<file path="config.mk">
export PLATFORM = sky130hd
export DESIGN_NAME = tcw_ctrl
export DESIGN_NICKNAME = d
export VERILOG_FILES = /design/src/sv/text_console_writer_assert.svh /design/src/sv/tcw_pkg.sv /design/src/sv/tcw_ctrl.sv
export SDC_FILE = /design/constraint.sdc
export NUM_CORES = 1
export LEC_CHECK = 0
export ABC_AREA = 1
export BUFFER_PORTS_ARGS = -buffer_cell sky130_fd_sc_hd__buf_4
export CAP_MARGIN = 5
export CORE_AREA = 10 10 137 89
export DETAILED_ROUTE_END_ITERATION = 7
export DIE_AREA = 0 0 147 99
export GPL_TIMING_DRIVEN = 0
export PLACE_DENSITY = 0.91
export SETUP_SLACK_MARGIN = 0.4
export SLEW_MARGIN = 20
export SYNTH_ARGS = -nofsm -noshare
export SYNTH_HDL_FRONTEND = slang
export SYNTH_SLANG_ARGS = --single-unit
</file>
<file path="constraint.sdc">
create_clock -name clk -period 11 [get_ports clk]
set_clock_uncertainty 0.15 [all_clocks]
set_input_delay 2.2 -clock clk [delete_from_list [all_inputs] [get_ports clk]]
set_output_delay 2.2 -clock clk [all_outputs]
set_load 0.01 [all_outputs]
</file>
<file path="src/sv/text_console_writer_assert.svh">
// Assertion macros for the text console writer; clocked on clk, off during reset.
`ifndef TEXT_CONSOLE_WRITER_ASSERT_SVH
`define TEXT_CONSOLE_WRITER_ASSERT_SVH

// Consequent must hold in the same cycle as the antecedent.
`define TCW_ASSERT_NOW(label, ante, cons, msg) \
	label: assert property (@(posedge clk) disable iff (!arst_n) (ante) |-> (cons)) \
		else $error(msg);

// Consequent must hold in the cycle after the antecedent.
`define TCW_ASSERT_NEXT(label, ante, cons, msg) \
	label: assert property (@(posedge clk) disable iff (!arst_n) (ante) |=> (cons)) \
		else $error(msg);

`endif

</file>
<file path="src/sv/tcw_pkg.sv">
// Shared types and constants for the text console writer.
`default_nettype none

package tcw_pkg;

	// Default screen geometry
	localparam int DEF_COLUMNS = 80;
	localparam int DEF_ROWS    = 25;

	// Fixed field widths
	localparam int COL_W     = 7;
	localparam int ROW_W     = 5;
	localparam int CHAR_W    = 8;
	localparam int COLOR_W   = 4;
	localparam int CELL_W    = 16;
	localparam int MODE_W    = 2;
	localparam int CFG_IDX_W = 1;

	localparam logic [CHAR_W-1:0]  NEWLINE_CODE = 8'h0A;
	localparam logic [CHAR_W-1:0]  SPACE_CODE   = 8'h20;
	localparam logic [COLOR_W-1:0] FG_RESET     = 4'd7;
	localparam logic [COLOR_W-1:0] BG_RESET     = 4'd0;

	// Request opcodes
	typedef enum logic [MODE_W-1:0] {
		MODE_PUT   = 2'd0,
		MODE_CLEAR = 2'd1,
		MODE_READ  = 2'd2
	} mode_t;

	// Configuration register indexes
	typedef enum logic [CFG_IDX_W-1:0] {
		CFG_FG = 1'b0,
		CFG_BG = 1'b1
	} cfg_reg_t;

	// Controller state: normal operation or a fill sweep over the store
	typedef enum logic {
		CTRL_RUN,
		CTRL_SWEEP
	} ctrl_state_t;

	// Finished result handed from the controller to the output register
	typedef struct packed {
		logic              valid;
		logic [CELL_W-1:0] word;
		logic [COL_W-1:0]  col;
		logic [ROW_W-1:0]  row;
	} res_t;

	// Controller status
	typedef struct packed {
		logic busy;
		logic pending;
	} ctrl_stat_t;

endpackage

`default_nettype wire

</file>
<file path="src/sv/tcw_ctrl.sv">
// Console controller: caret, scroll pointer, colors, fill sweeper and result stage.
`default_nettype none

module tcw_ctrl import tcw_pkg::*; #(
	parameter int SCREEN_COLUMNS = DEF_COLUMNS,
	parameter int SCREEN_ROWS    = DEF_ROWS,
	parameter int DEPTH          = SCREEN_COLUMNS * SCREEN_ROWS,
	parameter int ADDR_W         = $clog2(DEPTH)
) (
	input  wire logic                 clk,
	input  wire logic                 arst_n,
	// configuration
	input  wire logic                 cfg_we,
	input  wire logic [CFG_IDX_W-1:0] cfg_index,
	input  wire logic [COLOR_W-1:0]   cfg_data,
	// request channel
	input  wire logic                 in_valid,
	output logic                      in_stall,
	input  wire logic [MODE_W-1:0]    mode,
	input  wire logic [CHAR_W-1:0]    char_code,
	input  wire logic [COL_W-1:0]     cell_column,
	input  wire logic [ROW_W-1:0]     cell_row,
	// result toward the output register
	output res_t                      res,
	input  wire logic                 res_ready,
	output ctrl_stat_t                stat,
	// memory
	output logic                      mem_we,
	output logic      [ADDR_W-1:0]    mem_waddr,
	output logic      [CELL_W-1:0]    mem_wdata,
	output logic                      mem_re,
	output logic      [ADDR_W-1:0]    mem_raddr,
	input  wire logic [CELL_W-1:0]    mem_rdata
);

	localparam logic [COL_W-1:0]  LAST_COL  = COL_W'(SCREEN_COLUMNS - 1);
	localparam logic [ROW_W-1:0]  LAST_ROW  = ROW_W'(SCREEN_ROWS - 1);
	localparam logic [ADDR_W-1:0] LAST_ADDR = ADDR_W'(DEPTH - 1);
	localparam logic [ADDR_W-1:0] COLS_A    = ADDR_W'(SCREEN_COLUMNS);
	localparam logic [ADDR_W-1:0] LAST_COLA = ADDR_W'(SCREEN_COLUMNS - 1);

	// screen row plus top pointer, wrapped once into the ring of rows
	function automatic logic [ROW_W-1:0] phys_row(logic [ROW_W-1:0] r, logic [ROW_W-1:0] top);
		logic [ROW_W:0] sum;
		sum = {1'b0, r} + {1'b0, top};
		if (sum >= (ROW_W+1)'(SCREEN_ROWS)) begin
			sum = sum - (ROW_W+1)'(SCREEN_ROWS);
		end
		return sum[ROW_W-1:0];
	endfunction

	ctrl_state_t state_q, state_d;

	logic [COLOR_W-1:0] fg_q, bg_q;
	logic [COL_W-1:0]   caret_col_q, col_d;
	logic [ROW_W-1:0]   caret_row_q, row_d;
	logic [ROW_W-1:0]   top_q, top_d;

	logic [ADDR_W-1:0] sweep_addr_q, sweep_last_q;
	logic [CELL_W-1:0] fill_q;

	logic              s1_valid_q;
	logic              hit_s1;
	logic [COL_W-1:0]  caret_col_s1;
	logic [ROW_W-1:0]  caret_row_s1;

	logic              accept;
	logic              put_wr, rd_hit, start_scroll, start_full;
	logic [ADDR_W-1:0] caret_addr, read_addr, row_base;
	logic [CELL_W-1:0] blank_cell, put_cell;

	assign accept   = in_valid && !in_stall;
	assign in_stall = (state_q != CTRL_RUN) || (s1_valid_q && !res_ready);

	assign blank_cell = {bg_q, fg_q, SPACE_CODE};
	assign put_cell   = {bg_q, fg_q, char_code};

	// store addresses of the caret, the read cell and the row leaving the top
	assign caret_addr = ADDR_W'(phys_row(caret_row_q, top_q)) * COLS_A + ADDR_W'(caret_col_q);
	assign read_addr  = ADDR_W'(phys_row(cell_row, top_q)) * COLS_A + ADDR_W'(cell_column);
	assign row_base   = ADDR_W'(top_q) * COLS_A;

	// configuration registers
	always_ff @(posedge clk or negedge arst_n) begin
		if (!arst_n) begin
			fg_q <= FG_RESET;
			bg_q <= BG_RESET;
		end else if (cfg_we) begin
			unique case (cfg_reg_t'(cfg_index))
				CFG_FG: fg_q <= cfg_data;
				CFG_BG: bg_q <= cfg_data;
			endcase
		end
	end

	// request decode: caret motion, scroll and clear
	always_comb begin
		logic adv;
		adv          = 1'b0;
		col_d        = caret_col_q;
		row_d        = caret_row_q;
		top_d        = top_q;
		put_wr       = 1'b0;
		rd_hit       = 1'b0;
		start_scroll = 1'b0;
		start_full   = 1'b0;
		if (accept) begin
			unique case (mode)
				MODE_PUT: begin
					if (char_code == NEWLINE_CODE) begin
						col_d = '0;
						adv   = 1'b1;
					end else begin
						put_wr = 1'b1;
						if (caret_col_q == LAST_COL) begin
							col_d = '0;
							adv   = 1'b1;
						end else begin
							col_d = caret_col_q + 1'b1;
						end
					end
				end
				MODE_CLEAR: begin
					col_d      = '0;
					row_d      = '0;
					top_d      = '0;
					start_full = 1'b1;
				end
				MODE_READ: begin
					rd_hit = ({1'b0, cell_column} < (COL_W+1)'(SCREEN_COLUMNS)) &&
					         ({1'b0, cell_row} < (ROW_W+1)'(SCREEN_ROWS));
				end
				default: ;
			endcase
			// row advance; past the last row the screen scrolls
			if (adv) begin
				if (caret_row_q == LAST_ROW) begin
					top_d        = (top_q == LAST_ROW) ? '0 : top_q + 1'b1;
					start_scroll = 1'b1;
				end else begin
					row_d = caret_row_q + 1'b1;
				end
			end
		end
	end

	// caret and top pointer
	always_ff @(posedge clk or negedge arst_n) begin
		if (!arst_n) begin
			caret_col_q <= '0;
			caret_row_q <= '0;
			top_q       <= '0;
		end else begin
			caret_col_q <= col_d;
			caret_row_q <= row_d;
			top_q       <= top_d;
		end
	end

	// next state
	always_comb begin
		state_d = state_q;
		unique case (state_q)
			CTRL_RUN: begin
				if (start_scroll || start_full) begin
					state_d = CTRL_SWEEP;
				end
			end
			CTRL_SWEEP: begin
				if (sweep_addr_q == sweep_last_q) begin
					state_d = CTRL_RUN;
				end
			end
		endcase
	end

	always_ff @(posedge clk or negedge arst_n) begin
		if (!arst_n) begin
			state_q <= CTRL_SWEEP;
		end else begin
			state_q <= state_d;
		end
	end

	// sweeper: reset zeroes the whole store, clear blanks it, scroll blanks the old top row
	always_ff @(posedge clk or negedge arst_n) begin
		if (!arst_n) begin
			sweep_addr_q <= '0;
			sweep_last_q <= LAST_ADDR;
			fill_q       <= '0;
		end else if (start_scroll) begin
			sweep_addr_q <= row_base;
			sweep_last_q <= row_base + LAST_COLA;
			fill_q       <= blank_cell;
		end else if (start_full) begin
			sweep_addr_q <= '0;
			sweep_last_q <= LAST_ADDR;
			fill_q       <= blank_cell;
		end else if (state_q == CTRL_SWEEP) begin
			sweep_addr_q <= sweep_addr_q + 1'b1;
		end
	end

	// memory port drive; a sweep and a put never share a cycle
	always_comb begin
		if (state_q == CTRL_SWEEP) begin
			mem_we    = 1'b1;
			mem_waddr = sweep_addr_q;
			mem_wdata = fill_q;
		end else begin
			mem_we    = put_wr;
			mem_waddr = caret_addr;
			mem_wdata = put_cell;
		end
		mem_re      = rd_hit;
		mem_raddr   = read_addr;
		stat.busy    = (state_q == CTRL_SWEEP);
		stat.pending = s1_valid_q;
	end

	// result stage: read data from the registered store port arrives here in the cycle after the request
	always_ff @(posedge clk or negedge arst_n) begin
		if (!arst_n) begin
			s1_valid_q <= 1'b0;
		end else if (accept) begin
			s1_valid_q <= 1'b1;
		end else if (res_ready) begin
			s1_valid_q <= 1'b0;
		end
	end

	always_ff @(posedge clk) begin
		if (accept) begin
			hit_s1       <= rd_hit;
			caret_col_s1 <= col_d;
			caret_row_s1 <= row_d;
		end
	end

	assign res.valid = s1_valid_q;
	assign res.word  = hit_s1 ? mem_rdata : '0;
	assign res.col   = caret_col_s1;
	assign res.row   = caret_row_s1;

endmodule

`default_nettype wire

</file>
==> results of run 1 <==
state kept, by name, summed over array words and instances (netlist names), 4 cells and up:
register	flops
caret_row_s1	5
sweep_addr_q	11
caret_col_s1	7
caret_row_q	5
bg_q	4
fg_q	4
top_q	5
caret_col_q	7
sweep_last_q	7
fill_q	9
layer usage:
| metal | share of wire (%) | vias up | GRT usage, % |
|---|---|---|---|
| met2 | 45 | 255 | 30.94 |
| met1 | 45 | 2397 | 27.68 |
| met5 | 0 | - | 0 |
| li1 | - | 2463 | - |
| met3 | 9.8 | 20 | 4.977 |
| met4 | 0.91 | 0 | 3.945 |
logic make-up (layout without fill, tap and decap cells):
logic type / after synthesis / count (layout) / synth area share, %
compound gates: 95 / 95 / 10.17
xor+xnor: 31 / 31 / 5.244
fa+ha+maj: 52 / 52 / 13.58
buf+inv: 137 / 268 / 11.24
flops: 67 / 67 / 33.86
simple gates: 306 / 306 / 25.91
cell usage after synthesis, types with 2 or more instances:
cell type	count
sky130_fd_sc_hd__inv_1	113
sky130_fd_sc_hd__dfstp_2	9
sky130_fd_sc_hd__o22ai_1	11
sky130_fd_sc_hd__ha_1	45
sky130_fd_sc_hd__xnor2_1	7
sky130_fd_sc_hd__o21ai_0	57
sky130_fd_sc_hd__nor3_1	7
sky130_fd_sc_hd__inv_2	2
sky130_fd_sc_hd__nor2_2	5
sky130_fd_sc_hd__a21oi_2	3
sky130_fd_sc_hd__buf_4	9
sky130_fd_sc_hd__edfxtp_1	13
sky130_fd_sc_hd__nand3b_1	3
sky130_fd_sc_hd__nand2_1	169
sky130_fd_sc_hd__xor2_1	24
sky130_fd_sc_hd__dfrtp_1	45
sky130_fd_sc_hd__nand2_2	2
sky130_fd_sc_hd__buf_6	4
sky130_fd_sc_hd__o21a_1	2
sky130_fd_sc_hd__nor2_1	42
sky130_fd_sc_hd__or2_2	5
sky130_fd_sc_hd__a31oi_1	2
sky130_fd_sc_hd__a21oi_1	14
sky130_fd_sc_hd__nand3_1	57
sky130_fd_sc_hd__nand4_1	9
sky130_fd_sc_hd__clkbuf_1	7
sky130_fd_sc_hd__fa_1	7
metrics by stage:
step / util, % / cells
2_1_floorplan: - / 688
3_3_place_gp: 64.45 / 938
3_5_place_dp: 64.45 / 938
4_1_cts: 67.12 / 954
5_1_grt: 67.12 / 954
6_report: 67.12 / 954
area by class of cell:
type	instances	area (sq um)	share of cell area (%)
Buffer	21	143.9	2.225
Tap cell	135	168.9	2.612
Inverter	116	437.9	6.772
Sequential cell	67	1753	27.11
Clock inverter	3	16.27	0.2515
Timing Repair Buffer	115	863.3	13.35
Multi-Input combinational cell	484	2843	43.96
Clock buffer	13	240.2	3.715
where the power goes:
group | internal, uW | switching (uW) | total, uW
Clock | 152 | 102 | 254
Combinational | 436 | 554 | 991
Sequential | 334 | 69.1 | 403
path summary, 6_finish.rpt:
kind                       slack (ns)                  start                           to
setup / recovery                 2.69            cell_row[0]                mem_raddr[10]
hold / removal                   0.34  fill_q[5]$_DFFE_PN0P_        fill_q[5]$_DFFE_PN0P_
setup reg to reg                 8.56   top_q[3]$_DFFE_PN0P_  sweep_last_q[9]$_DFFE_PN1P_
hold reg to reg                  0.34  fill_q[5]$_DFFE_PN0P_        fill_q[5]$_DFFE_PN0P_
max in group asynchronous        8.47                 arst_n  sweep_addr_q[5]$_DFFE_PN0P_
min in group asynchronous        1.77                 arst_n        fill_q[5]$_DFFE_PN0P_
==> results_tabular.tex, run 1 <==
\begin{tabular}{lr}
\hline
Metric & Value \\
\hline
\multicolumn{2}{l}{\textbf{Routing}} \\
Post-DRT Antenna Nets & 0 \\
Total routed wirelength & 14950 um \\
Vias per Instance & 5.383 \\
Total vias in the final route & 5135 \\
DR pass1 iterations & 5 \\
Number of DRC violations after detailed routing & 0 \\
DRC marker count from the first detailed-route iteration & 603 \\
Drt wl/cell & 15.67 um \\
\multicolumn{2}{l}{\textbf{Run status}} \\
Outcome & finished, final reports clean \\
\multicolumn{2}{l}{\textbf{Worst setup path}} \\
Critical path launch point type & input port \\
Critical Path End Type & primary output \\
Arrival time at the worst endpoint & 5.96 ns \\
Critical path depth & 22 \\
Data required time of the worst path & 8.65 ns \\
Maximum fanout encountered on the critical timing path & 6 \\
Type of the worst setup path & in2out \\
Buffers plus inverters on the worst setup path & 5 \\
Cell type group with the largest total delay on the critical path & adder cells \\
Depth of the worst register-to-register path & 9 \\
Critical path's largest stage delay & 0.48 ns \\
Cell breakdown of the critical path & buf\_4 -> ha\_1 -> fa\_1 -> inv\_1 -> ha\_1 -> o21a\_1 -> nand2\_1 -> nand3\_1 -> o21ai\_1 -> nand2\_1 -> xor2\_1 -> ha\_1 -> ha\_1 -> fa\_1 -> xnor2\_1 -> inv\_1 -> nand3\_1 -> xor2\_1 -> inv\_1 -> nand2\_1 -> nand2\_1 -> buf\_4 \\
Cell at the slowest stage of the critical path & sky130\_fd\_sc\_hd\_\_fa\_1 \\
\multicolumn{2}{l}{\textbf{CTS}} \\
Clock root buffer master & sky130\_fd\_sc\_hd\_\_clkbuf\_16 \\
Postcts setup bufs & 0 \\
Number of buffers inserted during clock tree synthesis & 9 \\
Quantity of hold-fixing buffers added after cts & 0 \\
Total clock sinks & 67 \\
Clock edge transition at the registers on the reported setup and hold paths & 0.05 ns \\
Clock H-tree levels & 3 \\
PostCTS Resize Cnt & 0 \\
Bufs on Longest Clock Path & 2 \\
Worst-Skew Late Latency & 0.33 ns \\
Clock tree from TritonCTS & yes \\
\multicolumn{2}{l}{\textbf{Timing}} \\
Minimum hold slack & 0.3378 ns \\
Final Critical Period & 8.310 ns \\
Fmax & 120.3 MHz \\
Worst rel slew slack & 53.68\% \\
Transition time at the pin with the least slew margin & 0.6948 ns \\
Summed negative setup slack over all endpoints & 0 ns \\
Max-slew violations & 0 \\
Setup repair after global routing missed its margin & no \\
Post-route setup slack & 2.690 ns \\
Count of endpoints failing setup in the final report & 0 \\
Endpoints failing hold & 0 \\
Share of the clock period used by the worst path & 75.55\% \\
\multicolumn{2}{l}{\textbf{Floorplanning}} \\
Floorplan core area & 0.009634 sq mm \\
Initial cell density of the core & 53.74\% \\
Die Wd & 147 um \\
Placement Rows & 28 \\
Die height & 99 um \\
Number of top-level design ports & 120 \\
Total Die Area & 0.01455 sq mm \\
\multicolumn{2}{l}{\textbf{Yosys}} \\
Share of Yosys cell area claimed by the top area cell type & 21.75\% \\
Syn Nets & 788 \\
Distinct cell type count of the synthesized netlist & 42 \\
Sequential cell area fraction in the yosys report & 33.86\% \\
Number of warnings issued by yosys & 0 \\
Post-synth top area cell & sky130\_fd\_sc\_hd\_\_dfrtp\_1 \\
Async set or reset register ratio after synthesis & 80.60\% \\
Most instantiated flip-flop cell in the synthesis netlist & sky130\_fd\_sc\_hd\_\_dfrtp\_1 \\
Post-Synthesis Cells & 688 \\
Post-Syn Area per Cell & 7.525 sq um \\
Flops \& latches, synth & 67 \\
Leading post-synthesis cells by cell area & sky130\_fd\_sc\_hd\_\_dfrtp\_1, sky130\_fd\_sc\_hd\_\_nand2\_1, sky130\_fd\_sc\_hd\_\_ha\_1 \\
Post-synthesis instance area & 0.005177 sq mm \\
Post-synth EDFFs & 13 \\
\multicolumn{2}{l}{\textbf{Min path}} \\
Cell count of the worst hold path & 1 \\
Class of the most critical hold timing path & reg2reg \\
\multicolumn{2}{l}{\textbf{Finish}} \\
Leading cell types in the layout, fill and taps excluded & sky130\_fd\_sc\_hd\_\_nand2\_1, sky130\_fd\_sc\_hd\_\_buf\_4, sky130\_fd\_sc\_hd\_\_inv\_1, sky130\_fd\_sc\_hd\_\_nand3\_1, sky130\_fd\_sc\_hd\_\_o21ai\_0 \\
Fin area & 0.006466 sq mm \\
Area added between synthesis and finish & 24.89\% \\
Antenna cells & 0 \\
Number of filler instances in the final layout & 760 \\
Most common cell after layout, fill and taps aside & sky130\_fd\_sc\_hd\_\_nand2\_1 \\
Fraction of layout instances using a drive strength above 1 & 21.12\% \\
Final \#Nets & 914 \\
\multicolumn{2}{l}{\textbf{Power and ir drop}} \\
Power density of the placed cells & 254.9 mW/mm\^{}2 \\
Overall power after layout & 1648 uW \\
Maximum ir drop on the vdd rail & 0.0005776 V \\
Cell leakage power & 0.003406 uW \\
\multicolumn{2}{l}{\textbf{Job}} \\
Max Cap Viol & 0 \\
\multicolumn{2}{l}{\textbf{Place}} \\
Hpwl dp & 11640 um \\
Gp weighted congestion & 0.9496 \\
Minimum setup slack after placement & 2.694 ns \\
DP Area & 0.006210 sq mm \\
PortBufs & 115 \\
\multicolumn{2}{l}{\textbf{Global routing}} \\
Global-route wire length before repair & 24430 um \\
Largest net degree at the start of global routing & 55 \\
Number of global-route vias before repair & 4806 \\
Total global-route track usage & 19.97\% \\
Initial antenna violation count & 0 \\
Total congestion overflow after global routing & 0 \\
\hline
\end{tabular}
Note: power is estimated with default switching activity, not from simulation.
==> run 2: changes to the inputs <==
ABC_AREA = 0   (was 1)
CORE_AREA = 10 10 141 91   (was 10 10 137 89)
DIE_AREA = 0 0 151 101   (was 0 0 147 99)
PLACE_DENSITY = 0.88   (was 0.91)
clock period = 7.1 ns   (was 11 ns; I/O delays follow)
==> results_tabular.tex, run 2 <==
\begin{tabular}{lr}
\hline
Metric & Value \\
\hline
\multicolumn{2}{l}{\textbf{Finish}} \\
Fraction of layout instances using a drive strength above 1 & 36.80\% \\
Register area & 0.001755 sq mm \\
Final \#Nets & 769 \\
Number of standard cells in the final layout excluding fillers & 813 \\
Area added between synthesis and finish & 36.71\% \\
Leading cell types in the layout, fill and taps excluded & sky130\_fd\_sc\_hd\_\_buf\_4, sky130\_fd\_sc\_hd\_\_nand2\_1, sky130\_fd\_sc\_hd\_\_dfrtp\_1, sky130\_fd\_sc\_hd\_\_ha\_1, sky130\_fd\_sc\_hd\_\_o21ai\_0 \\
Number of filler instances in the final layout & 710 \\
Registers with the most flip-flops & sweep\_addr\_q (11), fill\_q (9) \\
Multi-input gate area in the final layout & 0.003319 sq mm \\
Largest register FFs & 11 \\
Most common cell after layout, fill and taps aside & sky130\_fd\_sc\_hd\_\_buf\_4 \\
Register with the most flip-flops & sweep\_addr\_q \\
Fin area & 0.006835 sq mm \\
Antenna cells & 0 \\
\multicolumn{2}{l}{\textbf{Place}} \\
Gp weighted congestion & 0.9146 \\
Number of cells after detailed placement & 774 \\
Hpwl dp & 11660 um \\
DP Area & 0.006037 sq mm \\
Minimum setup slack after placement & -0.2069 ns \\
PortBufs & 115 \\
\multicolumn{2}{l}{\textbf{Timing}} \\
Endpoints failing hold & 0 \\
Share of the clock period used by the worst path & 96.96\% \\
Worst rel slew slack & 39.37\% \\
Post-route setup slack & 0.2160 ns \\
Max-slew violations & 0 \\
Final Critical Period & 6.884 ns \\
Setup repair after global routing missed its margin & yes \\
Fmax & 145.3 MHz \\
Transition time at the pin with the least slew margin & 0.8980 ns \\
Minimum hold slack & 0.3263 ns \\
Count of endpoints failing setup in the final report & 0 \\
\multicolumn{2}{l}{\textbf{Yosys}} \\
Post-synth top area cell & sky130\_fd\_sc\_hd\_\_dfrtp\_1 \\
Flops \& latches, synth & 67 \\
Leading post-synthesis cells by cell area & sky130\_fd\_sc\_hd\_\_dfrtp\_1, sky130\_fd\_sc\_hd\_\_ha\_1, sky130\_fd\_sc\_hd\_\_edfxtp\_1 \\
Sequential cell area fraction in the yosys report & 35.06\% \\
Post-Syn Area per Cell & 9.615 sq um \\
Distinct cell type count of the synthesized netlist & 70 \\
Share of Yosys cell area claimed by the top area cell type & 22.52\% \\
Post-synthesis instance area & 0.005000 sq mm \\
Post-synth EDFFs & 13 \\
Syn Nets & 620 \\
Post-Synthesis Cells & 520 \\
Most instantiated flip-flop cell in the synthesis netlist & sky130\_fd\_sc\_hd\_\_dfrtp\_1 \\
Library cell with the highest instance count after synthesis & sky130\_fd\_sc\_hd\_\_nand2\_1 \\
Number of warnings issued by yosys & 0 \\
Async set or reset register ratio after synthesis & 80.60\% \\
Most numerous cell types in the synthesized netlist & sky130\_fd\_sc\_hd\_\_nand2\_1, sky130\_fd\_sc\_hd\_\_dfrtp\_1, sky130\_fd\_sc\_hd\_\_ha\_1 \\
\multicolumn{2}{l}{\textbf{Worst setup path}} \\
Cell breakdown of the critical path & buf\_8 -> ha\_4 -> fa\_2 -> a21o\_1 -> a21oi\_2 -> xnor2\_2 -> nand2\_1 -> o21a\_1 -> buf\_4 -> xnor2\_1 -> ha\_1 -> ha\_4 -> fa\_1 -> nand2\_2 -> buf\_4 -> buf\_4 -> buf\_4 -> buf\_4 -> buf\_4 -> nor2\_4 -> xnor2\_1 -> buf\_4 \\
Cell at the slowest stage of the critical path & sky130\_fd\_sc\_hd\_\_fa\_1 \\
Cell type group with the largest total delay on the critical path & adder cells \\
Crit-path most repeated cell & sky130\_fd\_sc\_hd\_\_buf\_4 \\
Buffers plus inverters on the worst setup path & 8 \\
Type of the worst setup path & in2out \\
FF-to-FF setup slack & 4.60 ns \\
Critical Path End Type & primary output \\
Maximum fanout encountered on the critical timing path & 2 \\
Critical path launch point type & input port \\
Arrival time at the worst endpoint & 5.31 ns \\
Critical path's largest stage delay & 0.55 ns \\
Data required time of the worst path & 5.53 ns \\
\multicolumn{2}{l}{\textbf{Routing}} \\
Total routed wirelength & 16940 um \\
Drt wl/cell & 20.84 um \\
Vias per Instance & 6.032 \\
DR pass1 iterations & 5 \\
DRC marker count from the first detailed-route iteration & 456 \\
Post-DRT Antenna Nets & 0 \\
Total vias in the final route & 4904 \\
Number of DRC violations after detailed routing & 0 \\
\multicolumn{2}{l}{\textbf{Job}} \\
Max Cap Viol & 0 \\
\multicolumn{2}{l}{\textbf{Power and ir drop}} \\
Maximum ir drop on the vdd rail & 0.0002139 V \\
Cell leakage power & 0.003201 uW \\
Overall power after layout & 1959 uW \\
Power density of the placed cells & 286.6 mW/mm\^{}2 \\
\multicolumn{2}{l}{\textbf{CTS}} \\
Clock edge transition at the registers on the reported setup and hold paths & 0.06 ns \\
Clock tree from TritonCTS & yes \\
Clock H-tree levels & 3 \\
Worst-Skew Late Latency & 0.34 ns \\
Bufs on Longest Clock Path & 2 \\
Clock root buffer master & sky130\_fd\_sc\_hd\_\_clkbuf\_16 \\
Number of buffers inserted during clock tree synthesis & 9 \\
Total clock sinks & 67 \\
Quantity of hold-fixing buffers added after cts & 0 \\
\multicolumn{2}{l}{\textbf{Global routing}} \\
Initial antenna violation count & 0 \\
Global routing met2 resource utilization & 34.84\% \\
Global routing usage on met1 & 24.47\% \\
Fraction of met3 tracks used by global routing & 5.112\% \\
Number of global-route vias before repair & 4918 \\
Most Crowded Layer GR & met2 \\
Largest net degree at the start of global routing & 55 \\
Global-route wire length before repair & 25210 um \\
Total global-route track usage & 20.50\% \\
Total congestion overflow after global routing & 0 \\
\multicolumn{2}{l}{\textbf{Floorplanning}} \\
Number of top-level design ports & 120 \\
Placement Rows & 29 \\
Die Wd & 151 um \\
Die height & 101 um \\
Total Die Area & 0.01525 sq mm \\
Initial cell density of the core & 48.52\% \\
Floorplan core area & 0.01030 sq mm \\
\multicolumn{2}{l}{\textbf{Min path}} \\
Class of the most critical hold timing path & reg2reg \\
\multicolumn{2}{l}{\textbf{Run status}} \\
Outcome & finished, final reports clean \\
\hline
\end{tabular}
run 2: cell type report:
| cell class | instances | area share, % |
|---|---|---|
| inverters | 20 | 1.098 |
| well taps | 139 | 2.544 |
| clock inverters | 6 | 1.391 |
| plain buffers | 20 | 1.739 |
| flip-flops and latches | 67 | 25.68 |
| repair buffers | 138 | 15.32 |
| clock buffers | 10 | 3.661 |
| multi-input cells | 413 | 48.56 |
run 2: worst paths after layout:
check / to / cells after the start / from
hold reg to reg: fill_q[10]$_DFFE_PN0P_ / 2 / fill_q[10]$_DFFE_PN0P_
setup reg to reg: sweep_last_q[10]$_DFFE_PN1P_ / 9 / top_q[1]$_DFFE_PN0P_
hold / removal: fill_q[10]$_DFFE_PN0P_ / 2 / fill_q[10]$_DFFE_PN0P_
min in group asynchronous: caret_row_q[2]$_DFF_PN0_ / 1 / arst_n
setup / recovery: mem_raddr[9] / 22 / cell_row[0]
max in group asynchronous: top_q[1]$_DFFE_PN0P_ / 1 / arst_n
run 2: logic make-up (layout without fill, tap and decap cells):
family	after synthesis	after routing	synth area share [%]
flops	67	67	35.06
fa+ha+maj	52	52	14.06
simple gates	190	190	19.59
mux	28	28	6.256
compound gates	103	103	14.14
buf+inv	40	194	3.879
xor+xnor	40	40	7.007
run 2: report_power, final:
group	switching, uW	internal (uW)	total (uW)
Combinational	438	447	885
Clock	180	332	512
Sequential	76.6	485	562
Total	695	1260	1960
run 2: worst min-delay path: cells and delay by family (launching register included):
family / cells / cell delay (ns)
flops: 1 / 0.35
simple gates: 2 / 0.10
run 2: timing repair:
action                                  CTS  global route
endpoints found under the setup margin    2             3
hold endpoints to repair                  0             0
resized for setup                        23            36
buffers inserted                         15             8
pin swaps                                15            22
run 2: metal layers:
layer / part of all wire, % / wire (um) / vias up
met5: 0 / 0 / -
met4: 3.4 / 580 / 0
met3: 10 / 1691 / 71
met2: 47 / 8004 / 336
met1: 39 / 6666 / 2356
li1: - / - / 2141
run 2: stage by stage:
| step | utilization [%] | setup TNS, ns |
|---|---|---|
| floorplan | - | 0 |
| global placement | 58.58 | 0 |
| detailed placement | 58.58 | -0.2069 |
| CTS | 64.02 | 0 |
| global route | 66.33 | 0 |
| finish | 66.33 | 0 |
